--- src/sv/tti_pkg.sv ---
`timescale 1ns / 1ps
package tti_pkg;

  // field widths
  localparam int unsigned RAW_W    = 12;
  localparam int unsigned TEMP_W   = 16;
  localparam int unsigned IDX_W    = 4;
  localparam int unsigned CFG_W    = 5;
  localparam int unsigned REGION_W = 2;

  // reset value of the entry count register
  localparam logic [CFG_W-1:0] CFG_RESET = 5'd16;

  // product of a raw difference (12 bits) and a temperature difference (17 bits signed)
  localparam int unsigned PROD_W    = 30;
  // largest product magnitude is 4095 * 65535, which fits in 28 bits
  localparam int unsigned MAG_W     = 28;
  localparam int unsigned DIV_CNT_W = $clog2(MAG_W);

  // request codes
  localparam logic FUNC_WRITE   = 1'b0;
  localparam logic FUNC_CONVERT = 1'b1;

  // result region codes
  localparam logic [REGION_W-1:0] REGION_INTERP = 2'd0;
  localparam logic [REGION_W-1:0] REGION_ABOVE  = 2'd1;
  localparam logic [REGION_W-1:0] REGION_BELOW  = 2'd2;

  // one calibration point
  typedef struct packed {
    logic [RAW_W-1:0]  raw;
    logic [TEMP_W-1:0] temp;
  } entry_t;

  localparam int unsigned ENTRY_W = $bits(entry_t);

  // divider control
  typedef struct packed {
    logic             start;
    logic [MAG_W-1:0] dividend;
    logic [RAW_W-1:0] divisor;
  } div_req_t;

  typedef struct packed {
    logic             done;
    logic [MAG_W-1:0] quotient;
  } div_rsp_t;

endpackage

--- src/sv/tti_in_if.sv ---
`timescale 1ns / 1ps
interface tti_in_if import tti_pkg::*; ();
  logic                     valid;
  logic                     ready;
  logic                     func;
  logic [IDX_W-1:0]         entry_index;
  logic [RAW_W-1:0]         entry_raw;
  logic signed [TEMP_W-1:0] entry_temp;
  logic [RAW_W-1:0]         sample_raw;

  modport source (
    output valid, func, entry_index, entry_raw, entry_temp, sample_raw,
    input  ready
  );

  modport sink (
    input  valid, func, entry_index, entry_raw, entry_temp, sample_raw,
    output ready
  );
endinterface

--- src/sv/tti_out_if.sv ---
`timescale 1ns / 1ps
interface tti_out_if import tti_pkg::*; ();
  logic                     valid;
  logic                     ready;
  logic signed [TEMP_W-1:0] temperature;
  logic [REGION_W-1:0]      region;

  modport source (
    output valid, temperature, region,
    input  ready
  );

  modport sink (
    input  valid, temperature, region,
    output ready
  );
endinterface

--- src/sv/tti_ram.sv ---
`timescale 1ns / 1ps
module tti_ram #(
  parameter int unsigned WIDTH = 28,
  parameter int unsigned DEPTH = 16
) (
  input  logic                     clk_i,
  input  logic                     we_i,
  input  logic [$clog2(DEPTH)-1:0] waddr_i,
  input  logic [WIDTH-1:0]         wdata_i,
  input  logic [$clog2(DEPTH)-1:0] raddr_i,
  output logic [WIDTH-1:0]         rdata_o
);

  logic [WIDTH-1:0] mem_q [DEPTH];

  // one write port, one registered read port
  always_ff @(posedge clk_i) begin
    if (we_i) begin
      mem_q[waddr_i] <= wdata_i;
    end
    rdata_o <= mem_q[raddr_i];
  end

endmodule

--- src/sv/tti_div.sv ---
`timescale 1ns / 1ps
module tti_div import tti_pkg::*; (
  input  logic     clk_i,
  input  logic     rst_ni,
  input  div_req_t req_i,
  output div_rsp_t rsp_o
);

  logic                 busy_q;
  logic                 done_q;
  logic [DIV_CNT_W-1:0] cnt_q;
  logic [MAG_W-1:0]     quo_q;
  logic [RAW_W-1:0]     rem_q;
  logic [RAW_W-1:0]     den_q;

  logic [RAW_W:0]   rem_sh;
  logic [RAW_W+1:0] diff;
  logic             ge;
  logic [RAW_W-1:0] rem_n;

  // one restoring shift-subtract step
  always_comb begin
    rem_sh = {rem_q, quo_q[MAG_W-1]};
    diff   = {1'b0, rem_sh} - {2'b00, den_q};
    ge     = ~diff[RAW_W+1];
    rem_n  = ge ? diff[RAW_W-1:0] : rem_sh[RAW_W-1:0];
  end

  // step sequencer, one quotient bit per cycle
  always_ff @(posedge clk_i or negedge rst_ni) begin
    if (!rst_ni) begin
      busy_q <= 1'b0;
      done_q <= 1'b0;
      cnt_q  <= '0;
    end else begin
      done_q <= 1'b0;
      if (req_i.start) begin
        busy_q <= 1'b1;
        cnt_q  <= DIV_CNT_W'(MAG_W - 1);
        quo_q  <= req_i.dividend;
        den_q  <= req_i.divisor;
        rem_q  <= '0;
      end else if (busy_q) begin
        quo_q <= {quo_q[MAG_W-2:0], ge};
        rem_q <= rem_n;
        if (cnt_q == '0) begin
          busy_q <= 1'b0;
          done_q <= 1'b1;
        end else begin
          cnt_q <= cnt_q - 1'b1;
        end
      end
    end
  end

  assign rsp_o.done     = done_q;
  assign rsp_o.quotient = quo_q;

endmodule

--- src/sv/thermistor_table_interpolator.sv ---
`timescale 1ns / 1ps
// Thermistor ADC to temperature (tenths of a degree) by piecewise linear interpolation over a
// calibration table of descending raw points held in a small RAM. A write request stores
// one point and gives no result. A convert request reads entry 0 and the last entry in use,
// then scans one entry per cycle through the RAM read port for the segment that holds the
// reading, multiplies once and divides with a 28-step shift-subtract divider. One request is
// in flight at a time; ready returns once the result has been taken.
module thermistor_table_interpolator import tti_pkg::*; #(
  parameter int unsigned TABLE_DEPTH = 16
) (
  input  logic             clk_i,
  input  logic             rst_ni,
  input  logic             cfg_we_i,
  input  logic [CFG_W-1:0] cfg_wdata_i,
  tti_in_if.sink           in_i,
  tti_out_if.source        out_o
);

  localparam int unsigned AW = $clog2(TABLE_DEPTH);
  localparam int unsigned IW = (AW > IDX_W) ? AW : IDX_W;
  localparam int unsigned CW = ($clog2(TABLE_DEPTH + 1) > CFG_W) ?
                               $clog2(TABLE_DEPTH + 1) : CFG_W;

  typedef enum logic [2:0] {
    S_IDLE,
    S_TOP,
    S_BOT,
    S_SCAN,
    S_MUL,
    S_DIVS,
    S_DIVW,
    S_OUT
  } state_e;

  state_e                    state_q;
  logic [CFG_W-1:0]          cfg_q;
  logic [AW-1:0]             idx_q, idx_d;
  logic [RAW_W-1:0]          x_q;
  entry_t                    prev_q;
  logic [RAW_W-1:0]          a_q;
  logic signed [TEMP_W:0]    d_q;
  logic [RAW_W-1:0]          den_q;
  logic [TEMP_W-1:0]         t1_q;
  logic signed [PROD_W-1:0]  prod_q;
  logic                      neg_q;
  logic [TEMP_W-1:0]         temp_q;
  logic [REGION_W-1:0]       region_q;

  logic                      in_acc;
  logic [IW-1:0]             widx;
  logic                      ram_we;
  entry_t                    wentry;
  logic [ENTRY_W-1:0]        rdata;
  entry_t                    cur;
  logic [CW-1:0]             n_ext;
  logic [CW-1:0]             n_use;
  logic [CW-1:0]             n_last;
  logic [AW-1:0]             last_idx;
  logic                      hit;
  logic signed [TEMP_W:0]    d_full;
  logic signed [PROD_W-1:0]  mul_full;
  logic [PROD_W-1:0]         mag_full;
  logic [TEMP_W-1:0]         q_mag;
  logic [TEMP_W-1:0]         q_sgn;
  div_req_t                  div_req;
  div_rsp_t                  div_rsp;

  assign in_acc = in_i.valid && in_i.ready;

  // entry count register
  always_ff @(posedge clk_i or negedge rst_ni) begin
    if (!rst_ni) begin
      cfg_q <= CFG_RESET;
    end else if (cfg_we_i) begin
      cfg_q <= cfg_wdata_i;
    end
  end

  // clamp the count into the usable range
  always_comb begin
    n_ext = CW'(cfg_q);
    n_use = n_ext;
    if (n_ext < CW'(2)) begin
      n_use = CW'(2);
    end else if (n_ext > CW'(TABLE_DEPTH)) begin
      n_use = CW'(TABLE_DEPTH);
    end
    n_last   = n_use - CW'(1);
    last_idx = n_last[AW-1:0];
  end

  // table write path, out-of-range positions dropped
  always_comb begin
    widx        = IW'(in_i.entry_index);
    ram_we      = in_acc && (in_i.func == FUNC_WRITE) &&
                  ({1'b0, widx} < (IW + 1)'(TABLE_DEPTH));
    wentry.raw  = in_i.entry_raw;
    wentry.temp = in_i.entry_temp;
  end

  tti_ram #(
    .WIDTH (ENTRY_W),
    .DEPTH (TABLE_DEPTH)
  ) u_ram (
    .clk_i   (clk_i),
    .we_i    (ram_we),
    .waddr_i (widx[AW-1:0]),
    .wdata_i (wentry),
    .raddr_i (idx_d),
    .rdata_o (rdata)
  );

  assign cur = entry_t'(rdata);

  // segment test against the previous point
  always_comb begin
    hit    = (x_q <= prev_q.raw) && (x_q > cur.raw);
    d_full = $signed({cur.temp[TEMP_W-1], cur.temp}) -
             $signed({prev_q.temp[TEMP_W-1], prev_q.temp});
  end

  // next read address: the RAM output always holds the entry at idx_q
  always_comb begin
    idx_d = idx_q;
    case (state_q)
      S_IDLE: begin
        if (in_acc && (in_i.func == FUNC_CONVERT)) begin
          idx_d = '0;
        end
      end
      S_TOP: begin
        if (!(x_q > cur.raw)) begin
          idx_d = last_idx;
        end
      end
      S_BOT: begin
        if (!(x_q <= cur.raw)) begin
          idx_d = AW'(1);
        end
      end
      S_SCAN: begin
        if (!hit && (idx_q != last_idx)) begin
          idx_d = idx_q + AW'(1);
        end
      end
      default: idx_d = idx_q;
    endcase
  end

  // multiply, magnitude and final sign
  always_comb begin
    mul_full = PROD_W'($signed({1'b0, a_q})) * PROD_W'(d_q);
    mag_full = prod_q[PROD_W-1] ? PROD_W'(-prod_q) : prod_q;
    q_mag    = div_rsp.quotient[TEMP_W-1:0];
    q_sgn    = neg_q ? (~q_mag + TEMP_W'(1)) : q_mag;
  end

  always_comb begin
    div_req.start    = (state_q == S_DIVS);
    div_req.dividend = mag_full[MAG_W-1:0];
    div_req.divisor  = den_q;
  end

  tti_div u_div (
    .clk_i  (clk_i),
    .rst_ni (rst_ni),
    .req_i  (div_req),
    .rsp_o  (div_rsp)
  );

  // sequencer
  always_ff @(posedge clk_i or negedge rst_ni) begin
    if (!rst_ni) begin
      state_q <= S_IDLE;
      idx_q   <= '0;
    end else begin
      idx_q <= idx_d;
      case (state_q)
        S_IDLE: begin
          if (in_acc && (in_i.func == FUNC_CONVERT)) begin
            x_q     <= in_i.sample_raw;
            state_q <= S_TOP;
          end
        end
        S_TOP: begin
          if (x_q > cur.raw) begin
            temp_q   <= cur.temp;
            region_q <= REGION_ABOVE;
            state_q  <= S_OUT;
          end else begin
            prev_q  <= cur;
            state_q <= S_BOT;
          end
        end
        S_BOT: begin
          if (x_q <= cur.raw) begin
            temp_q   <= '0;
            region_q <= REGION_BELOW;
            state_q  <= S_OUT;
          end else begin
            state_q <= S_SCAN;
          end
        end
        S_SCAN: begin
          if (hit) begin
            a_q     <= prev_q.raw - x_q;
            d_q     <= d_full;
            den_q   <= prev_q.raw - cur.raw;
            t1_q    <= prev_q.temp;
            state_q <= S_MUL;
          end else if (idx_q == last_idx) begin
            temp_q   <= '0;
            region_q <= REGION_BELOW;
            state_q  <= S_OUT;
          end else begin
            prev_q <= cur;
          end
        end
        S_MUL: begin
          prod_q  <= mul_full;
          state_q <= S_DIVS;
        end
        S_DIVS: begin
          neg_q   <= prod_q[PROD_W-1];
          state_q <= S_DIVW;
        end
        S_DIVW: begin
          if (div_rsp.done) begin
            temp_q   <= t1_q + q_sgn;
            region_q <= REGION_INTERP;
            state_q  <= S_OUT;
          end
        end
        S_OUT: begin
          if (out_o.ready) begin
            state_q <= S_IDLE;
          end
        end
        default: state_q <= S_IDLE;
      endcase
    end
  end

  assign in_i.ready        = (state_q == S_IDLE);
  assign out_o.valid       = (state_q == S_OUT);
  assign out_o.temperature = temp_q;
  assign out_o.region      = region_q;

endmodule

--- src/flat_wrapper.sv ---
// flat-port wrapper written by rule: the top's interface ports become plain ports
module thermistor_table_interpolator_flat import tti_pkg::*;
#(
  parameter int unsigned TABLE_DEPTH = 16
)
  (clk_i, rst_ni, cfg_we_i, cfg_wdata_i, in_i_valid, in_i_func, in_i_entry_index, in_i_entry_raw, in_i_entry_temp, in_i_sample_raw, in_i_ready, out_o_valid, out_o_temperature, out_o_region, out_o_ready);
  tti_in_if in_i_i ();
  tti_out_if out_o_i ();
  input  logic clk_i;
  input  logic rst_ni;
  input  logic cfg_we_i;
  input  logic [CFG_W-1:0] cfg_wdata_i;
  input wire logic [$bits(in_i_i.valid)-1:0] in_i_valid;
  input wire logic [$bits(in_i_i.func)-1:0] in_i_func;
  input wire logic [$bits(in_i_i.entry_index)-1:0] in_i_entry_index;
  input wire logic [$bits(in_i_i.entry_raw)-1:0] in_i_entry_raw;
  input wire logic [$bits(in_i_i.entry_temp)-1:0] in_i_entry_temp;
  input wire logic [$bits(in_i_i.sample_raw)-1:0] in_i_sample_raw;
  output wire logic [$bits(in_i_i.ready)-1:0] in_i_ready;
  output wire logic [$bits(out_o_i.valid)-1:0] out_o_valid;
  output wire logic [$bits(out_o_i.temperature)-1:0] out_o_temperature;
  output wire logic [$bits(out_o_i.region)-1:0] out_o_region;
  input wire logic [$bits(out_o_i.ready)-1:0] out_o_ready;
  assign in_i_i.valid = in_i_valid;
  assign in_i_i.func = in_i_func;
  assign in_i_i.entry_index = in_i_entry_index;
  assign in_i_i.entry_raw = in_i_entry_raw;
  assign in_i_i.entry_temp = in_i_entry_temp;
  assign in_i_i.sample_raw = in_i_sample_raw;
  assign in_i_ready = in_i_i.ready;
  assign out_o_valid = out_o_i.valid;
  assign out_o_temperature = out_o_i.temperature;
  assign out_o_region = out_o_i.region;
  assign out_o_i.ready = out_o_ready;
  thermistor_table_interpolator #(.TABLE_DEPTH(TABLE_DEPTH)) u_core (.clk_i(clk_i), .rst_ni(rst_ni), .cfg_we_i(cfg_we_i), .cfg_wdata_i(cfg_wdata_i), .in_i(in_i_i), .out_o(out_o_i));
endmodule
--- config.mk ---
export PLATFORM = sky130hd
export DESIGN_NAME = thermistor_table_interpolator_flat
export DESIGN_NICKNAME = d
export VERILOG_FILES = /design/src/sv/tti_pkg.sv /design/src/sv/tti_in_if.sv /design/src/sv/tti_out_if.sv /design/src/sv/tti_ram.sv /design/src/sv/tti_div.sv /design/src/sv/thermistor_table_interpolator.sv /design/src/flat_wrapper.sv
export SDC_FILE = /design/constraint.sdc
export NUM_CORES = 2
export LEC_CHECK = 0
export ABC_AREA = 1
export BUFFER_PORTS_ARGS = -buffer_cell sky130_fd_sc_hd__buf_2
export CAP_MARGIN = 5
export CORE_AREA = 2 2 226 451
export CTS_CLUSTER_DIAMETER = 80
export DETAILED_ROUTE_END_ITERATION = 8
export DIE_AREA = 0 0 228 453
export GPL_ROUTABILITY_DRIVEN = 0
export SYNTH_ARGS = -nofsm -noshare
export SYNTH_HDL_FRONTEND = slang
export SYNTH_SLANG_ARGS = --single-unit
--- constraint.sdc ---
create_clock -name clk_i -period 5.16 [get_ports clk_i]
set_input_delay 0.516 -clock clk_i [delete_from_list [all_inputs] [get_ports clk_i]]
set_output_delay 0.516 -clock clk_i [all_outputs]
set_load 0.01 [all_outputs]
==> After elaboration in Yosys (flattened, before gate mapping) <==
Memory sizes are Yosys's and may differ from the RTL's. A register that Yosys moved wholly into a read port is not among the register bits.
Cells that the tools add are included.
{ "totals": {"register_bits": 217, "latch_bits": 0, "mem_bits_rw": 448, "rom_bits": 0, "in_bits": 55, "output_inout_bits": 20, "word_cells": 128, "mem_count": 1} }
{ "op_classes": {"addsub": 10, "n_mul": 1, "n_div": 0, "order_cmp": 5, "eq_ne": 20, "n_shift": 0, "n_mux": 48, "bitwise": 3, "n_reduce_logical": 20} }
{ "mem_list": {"columns": ["name", "depth", "word_bits", "read_ports", "rd_ports_with_merged_regs", "write_ports", "line_no", "source"], "rows": [
  ["u_core.u_ram.mem_q", 16, 28, 1, 1, 1, "tti_ram.sv:14", "logic [WIDTH-1:0] mem_q [DEPTH];"]
]} }
{ "ops": {"columns": ["op", "count"], "rows": [
  ["2-to-1 mux 28 bit", 6],
  ["2-to-1 mux 16 bit", 6],
  ["case mux 16 bit (4 select lines)", 1],
  ["case mux 28 bit (2 select lines)", 1],
  ["multiplier 13 x 17 -> 30 bit", 1],
  ["negation 28 bit", 1],
  ["<= comparator 12 bit", 2],
  ["2-to-1 mux 12 bit", 2],
  ["2-to-1 mux 4 bit", 6],
  ["case mux 3 bit (8 select lines)", 1],
  ["subtractor 12 bit", 2],
  ["2-to-1 mux 3 bit", 7],
  ["subtractor 16 x 16 -> 17 bit", 1],
  ["adder 16 x 1 -> 16 bit, second input constant", 1],
  ["adder 16 bit", 1],
  ["inverter 16 bit", 1],
  ["case mux 4 bit (4 select lines)", 1],
  ["2-to-1 mux 5 bit", 3],
  ["subtractor 13 x 12 -> 14 bit", 1],
  ["equality test 3 bit, second input constant", 4],
  ["> comparator 12 bit", 1],
  ["2-to-1 mux 2 bit", 5],
  ["!= test 2 x 1 -> 1 bit, second input constant", 5],
  ["!= test 2 bit, second input constant", 5],
  ["24 further kinds", 42]
]} }

==> Logic depth before layout (Yosys ltp) <==
{ "logic_depth": {"word_depth": 8, "mapped_depth": 27, "mapped_depth_nobuf": 25} }

==> By module <==
A second synthesis with hierarchy kept.
{ "unflattened": {"cells_unflattened": 4263, "area_unflattened_um2": 40436.3} }
{ "modules_own_cells": {"columns": ["module", "instances", "cells_per_inst", "area_each_um2", "seq_area_each_um2"], "rows": [
  ["tti_ram", 1, 1858, 19782.7, 14013.4],
  ["thermistor_table_interpolator", 1, 1995, 17172.7, 4655.7],
  ["tti_div", 1, 410, 3480.8, 1736.7]
]} }

==> Worst setup path after synthesis <==
No wires, ideal clock.
{ "synth_timing": {"kind": "register to register", "from": "register u_core.a_q[3]", "to": "register u_core.prod_q[27] (data pin)", "setup_ns": 0.257, "t_arrival_ns": 5.426, "required_ns": 4.903, "slack_ns": -0.524, "path_stages_with_launch": 26, "n_path_buf": 2, "synth_period_minus_slack_ns": 5.684, "cell_sequence": "edfxtp_1 > clkbuf_1 > clkbuf_1 > nand2_1 > inv_1 > fa_1 > inv_1 > fa_1 > inv_1 > fa_1 > inv_1 > fa_1 > fa_1 > inv_1 > ha_1 > a21oi_1 > o21ai_0 > a21oi_1 > o21ai_0 > a21boi_0 > o21ai_0 > a21oi_1 > o21bai_1 > nand2_1 > nand2_1 > xor2_1"} }
{ "synth_between": {"elab_chain_len": 1} }
{ "synth_lines": {"columns": ["item", "line_no", "source"], "rows": [
  ["start, declared", "thermistor_table_interpolator.sv:40", "logic [RAW_W-1:0] a_q;"],
  ["start signal, assigned", "thermistor_table_interpolator.sv:206", "a_q <= prev_q.raw - x_q;"],
  ["multiplier 13 x 17 -> 30 bit", "thermistor_table_interpolator.sv:152", "mul_full = PROD_W'($signed({1'b0, a_q})) * PROD_W'(d_q);"],
  ["net u_core.mul_full[27]", "thermistor_table_interpolator.sv:61", "logic signed [PROD_W-1:0] mul_full;"],
  ["end signal, assigned", "thermistor_table_interpolator.sv:220", "prod_q <= mul_full;"],
  ["end, declared", "thermistor_table_interpolator.sv:44", "logic signed [PROD_W-1:0] prod_q;"]
]} }
The timed path passes the listed nets, and every way through them passes these cells.
A chain may end at the register's enable or synchronous reset.

==> Final worst setup path <==
{ "layout_timing": {"from": "register u_core.a_q[1]", "to": "register u_core.prod_q[25] (data pin)"} }
The elaborated chain is that of the path after synthesis.

==> results by stage <==
Logic synthesis:
- Of the synthesized area, sequential elements account for 0.513.
- After technology mapping, the gate count stands at between 3000 and 4000.
- The total of warnings raised by yosys is 0.
- The netlist area before placement is 39700 um2.
- The flop and latch count out of synthesis is between 600 and 700.
- The number of different library cells in the post-synthesis netlist is roughly 50.
- For this run, the leading register cell type out of synthesis is sky130_fd_sc_hd__edfxtp_1.
- The number of enable-type register cells in the synthesized netlist is roughly 650.
- The number of nets produced by synthesis is around 4400.
- The average size of a mapped cell is roughly 10 um2.
- The share of synthesized registers carrying an async set or reset is 0.0275.

Power and ir drop:
- For this design the ratio of total power to cell area is about 250 nW/um2.
- The leakage component of the power is about 20 nW.
- The worst-case IR drop observed on VDD is around 0.0003 V.

Detailed routing:
- The total number of vias is 27700.
- The total wire length is 106000 um.
- The violation count after the first detailed-routing iteration is between 1500 and 2000.
- The wire length per cell after detailed routing is ~19 um.
- For this run, design rule violations remaining after detail routing come to 0.
- Dividing the detail-routed via count by the number of cells gives 5.01.
- Once detail routing completed, the nets flagged for antenna violations numbered 0.
- The number of iterations in the first detailed-routing pass is 6.

Floorplanning:
- Measured along the y axis, the die boundary spans about 450 um.
- The width of the chip is 228 um.
- The area of the core region is approximately 100000 um2.
- The initial core utilization is 0.399.
- In this run the count of I/O pins placed on the die edge is 75.
- The die covers between 100000 and 150000 um2.
- The number of cell rows is roughly 160.

Worst setup path:
- On the critical path, the stage with the largest delay is an instance of sky130_fd_sc_hd__fa_1.
- The maximum cell stage delay along the critical path is between 500 and 600 ps.
- The critical path endpoint category is a register.
- The worst path required time is approximately 5600 ps.
- In this run the worst path has a maximum fanout of 6.
- The type of the worst setup path is reg2reg.
- The arrival time at the worst endpoint is around 5500 ps.
- The most numerous cell type found on the critical path is sky130_fd_sc_hd__fa_1.
- Traced cell by cell, the critical path runs through nand2_1, inv_1, fa_1, inv_1, fa_1, inv_1, fa_1, fa_1, inv_1, fa_1, inv_2, ha_4, a21oi_2, o21ai_2, a21oi_2, o21ai_2, a21boi_2, o21ai_2, a21oi_2, o21bai_1, buf_4, xor2_1.
- The startpoint class of the critical path is a register.

Timing:
- At the pin with the least slew margin, the transition time is about 970 ps.
- The post-route worst setup slack is around 15 ps.
- The clock arrives with approximately 30 ps of skew.
- The final-report hold violation count is 0.
- After routing, the total negative slack on setup checks comes to 0 ps.
- Setup repair after global routing could not meet its margin everywhere.
- The final number of max-transition violations is 0.
- Subtracting the final worst setup slack from the clock period gives 5140 ps.
- The ratio of final minimum period to clock period is 0.997.
- For this run, the top clock speed supported by timing is a little under 200 MHz.
- Setup violations remaining at the end of the flow were counted as 0.
- The normalized max-slew margin is 0.353.

Clock tree:
- The clock reaches the later pin of the worst-skew pair after 640 ps.
- The tree is rooted in a sky130_fd_sc_hd__clkbuf_16.
- The clock-pin slew on the worst setup and hold paths is ~70 ps.
- The TritonCTS clock tree is built.
- CTS saw between 600 and 700 sinks.
- In this run the number of H-tree levels came out at 3.
- The total CTS buffers is 66.
- The longest clock path from root to sink contains 3 buffers.

Run:
- Across the run, the number of max-cap violations was 0.

Global route:
- The first-pass GRT wire length is around 160000 um.
- Entering global routing, the biggest net connects about 120 pins.
- The overall fraction of global-route tracks in use is 0.205.
- The initial antenna violation count came to 12.
- The via count of the first global-routing pass came to roughly 28000.
- The overall overflow remaining after global route is 0.

Layout:
- The core occupancy in the finished layout is 0.455.
- The count of non-filler cells in the finished layout is 5525.
- In the final layout, the share of cells above drive strength 1 is 0.113.
- For this run, the post-layout net count is roughly 4500.
- The area growth from synthesis to layout is 14.1%.
- The filler cell count in the final layout is 9418.

Place:
- The number of buffers inserted by port buffering is 74.
- The post-placement cell count is roughly 5400.
- The final HPWL from detailed placement is 73600 um.
- OpenSTA, run right after detailed placement, puts the worst setup slack at -177 ps.

Run status:
- The flow ran to the end, and the final reports show no timing, DRC or antenna violations.

Hold path:
- In this run the worst hold path is classified as in2reg.
[sequential cells by signal, summed over array words and instances, names as in the netlist, 16 cells and up]
register	flops
u_core.u_ram.mem_q	448
u_core.prod_q	29
u_core.prev_q	28
u_core.u_div.quo_q	28
u_core.u_ram.rdata_o	28
u_core.d_q	17
u_core.out_o.temperature	16
u_core.t1_q	16
[cells by family after synthesis]
logic type / share of synthesized area
buffers and inverters: 0.103
DFF: 0.513
adders and majority gates: 0.145
and+or+nand+nor: 0.174
muxes: 0.000567
xor gates and xnor gates: 0.0260
AOI/OAI and AO/OA: 0.0375
[per-layer routing]
layer | vias up | global-route usage | share of wire
met2 | 729 | 0.397 | 0.55
met4 | 18 | 0.135 | 0.069
met1 | 13500 | 0.203 | 0.34
li1 | 13200 | - | -
met3 | 296 | 0.0258 | 0.042
met5 | - | 0 | 0.0013
[critical path: cells and delay by family, from the launching register on]
kind / cells / cell delay, ps
fa+ha+maj: 6 / 2700
xor+xnor: 1 / 130
flops: 1 / 500
simple gates: 1 / 110
compound gates: 8 / 1040
buf+inv: 6 / 410
[synthesized netlist by cell type (7+ instances only)]
master | n | share of area
sky130_fd_sc_hd__buf_2 | 60 | 0.0076
sky130_fd_sc_hd__xor2_1 | 80 | 0.018
sky130_fd_sc_hd__dfxtp_1 | 28 | 0.014
sky130_fd_sc_hd__clkbuf_1 | 89 | 0.0084
sky130_fd_sc_hd__nor2_1 | 116 | 0.011
sky130_fd_sc_hd__nand2_1 | 697 | 0.066
sky130_fd_sc_hd__o211ai_1 | 11 | 0.0021
sky130_fd_sc_hd__nand3_1 | 549 | 0.069
sky130_fd_sc_hd__edfxtp_1 | 645 | 0.49
sky130_fd_sc_hd__a21oi_1 | 112 | 0.014
sky130_fd_sc_hd__nor3_1 | 14 | 0.0018
sky130_fd_sc_hd__buf_6 | 12 | 0.0034
sky130_fd_sc_hd__buf_4 | 7 | 0.0013
sky130_fd_sc_hd__xnor2_1 | 38 | 0.0084
sky130_fd_sc_hd__ha_1 | 153 | 0.048
sky130_fd_sc_hd__nand4_1 | 12 | 0.0019
sky130_fd_sc_hd__a31oi_1 | 7 | 0.0011
sky130_fd_sc_hd__nand3b_1 | 116 | 0.022
sky130_fd_sc_hd__o21ai_0 | 106 | 0.013
sky130_fd_sc_hd__fa_1 | 193 | 0.097
sky130_fd_sc_hd__inv_1 | 867 | 0.082
sky130_fd_sc_hd__dfrtp_1 | 18 | 0.011
[through the flow]
| step | hold WS (ps) | cell area [um2] | power (mW) |
|---|---|---|---|
| floorplan | 220 | 39800 | 6.30 |
| finish | 44.6 | 45300 | 11.2 |
| detailed placement | 405 | 42700 | 6.39 |
| global route | 24.9 | 45300 | 11.5 |
| global placement | 408 | 42700 | 6.39 |
| CTS | 5.58 | 45000 | 11.3 |
[report_power, final]
part | switching, mW | internal [mW] | total, mW
clock | 2.22 | 2.69 | 4.91
sequential | 0.00982 | 6.11 | 6.12
combinational | 0.105 | 0.0435 | 0.149
total | 2.34 | 8.84 | 11.2
[worst paths after layout]
path	from	endpoint	slack [ps]	cells after the start
hold / removal	in_i_sample_raw[5]	u_core.x_q[5]	40	1
setup / recovery	u_core.a_q[1]	u_core.prod_q[25]	20	22
hold reg to reg	u_core.den_q[4]	u_core.u_div.den_q[4]	420	0
min in group asynchronous	rst_ni	u_core.cfg_q[2]	440	3
setup reg to reg	u_core.a_q[1]	u_core.prod_q[25]	20	22
max in group asynchronous	rst_ni	u_core.state_q[2]	4380	3
[what timing repair did]
item / in CTS / in global routing
resized for setup: 23 / 62
hold buffers: 1 / 0
endpoints found under the hold margin: 18 / 0
setup endpoints to repair: 8 / 11
setup buffers: 7 / 7
pin swaps: 16 / 58
[cells in the final DEF, fill, tap and decap left out, types with 15 or more instances in the layout]
cell type,count
sky130_fd_sc_hd__inv_1,854
sky130_fd_sc_hd__nand2_1,684
sky130_fd_sc_hd__edfxtp_1,645
sky130_fd_sc_hd__nand3_1,546
sky130_fd_sc_hd__fa_1,183
sky130_fd_sc_hd__buf_4,152
sky130_fd_sc_hd__ha_1,138
sky130_fd_sc_hd__nand3b_1,116
sky130_fd_sc_hd__nor2_1,98
sky130_fd_sc_hd__o21ai_0,98
sky130_fd_sc_hd__a21oi_1,93
sky130_fd_sc_hd__xor2_1,80
sky130_fd_sc_hd__buf_2,74
sky130_fd_sc_hd__clkbuf_16,67
sky130_fd_sc_hd__xnor2_1,38
sky130_fd_sc_hd__dfxtp_1,28
sky130_fd_sc_hd__buf_12,22
sky130_fd_sc_hd__dfrtp_1,18
sky130_fd_sc_hd__nor2_4,17
sky130_fd_sc_hd__a21oi_2,15
[layout make-up]
cell class,count,area (um2),share of cell area
clock buffers,80,1740,0.0383
inverters,869,3260,0.0720
diodes,3,7.51,0.000166
clock inverters,40,404,0.00891
well taps,1328,1660,0.0366
flip-flops and latches,692,20400,0.450
repair buffers,257,2050,0.0453
multi-input cells,2256,15800,0.349
No activity file was read; power rests on OpenSTA's default activity.
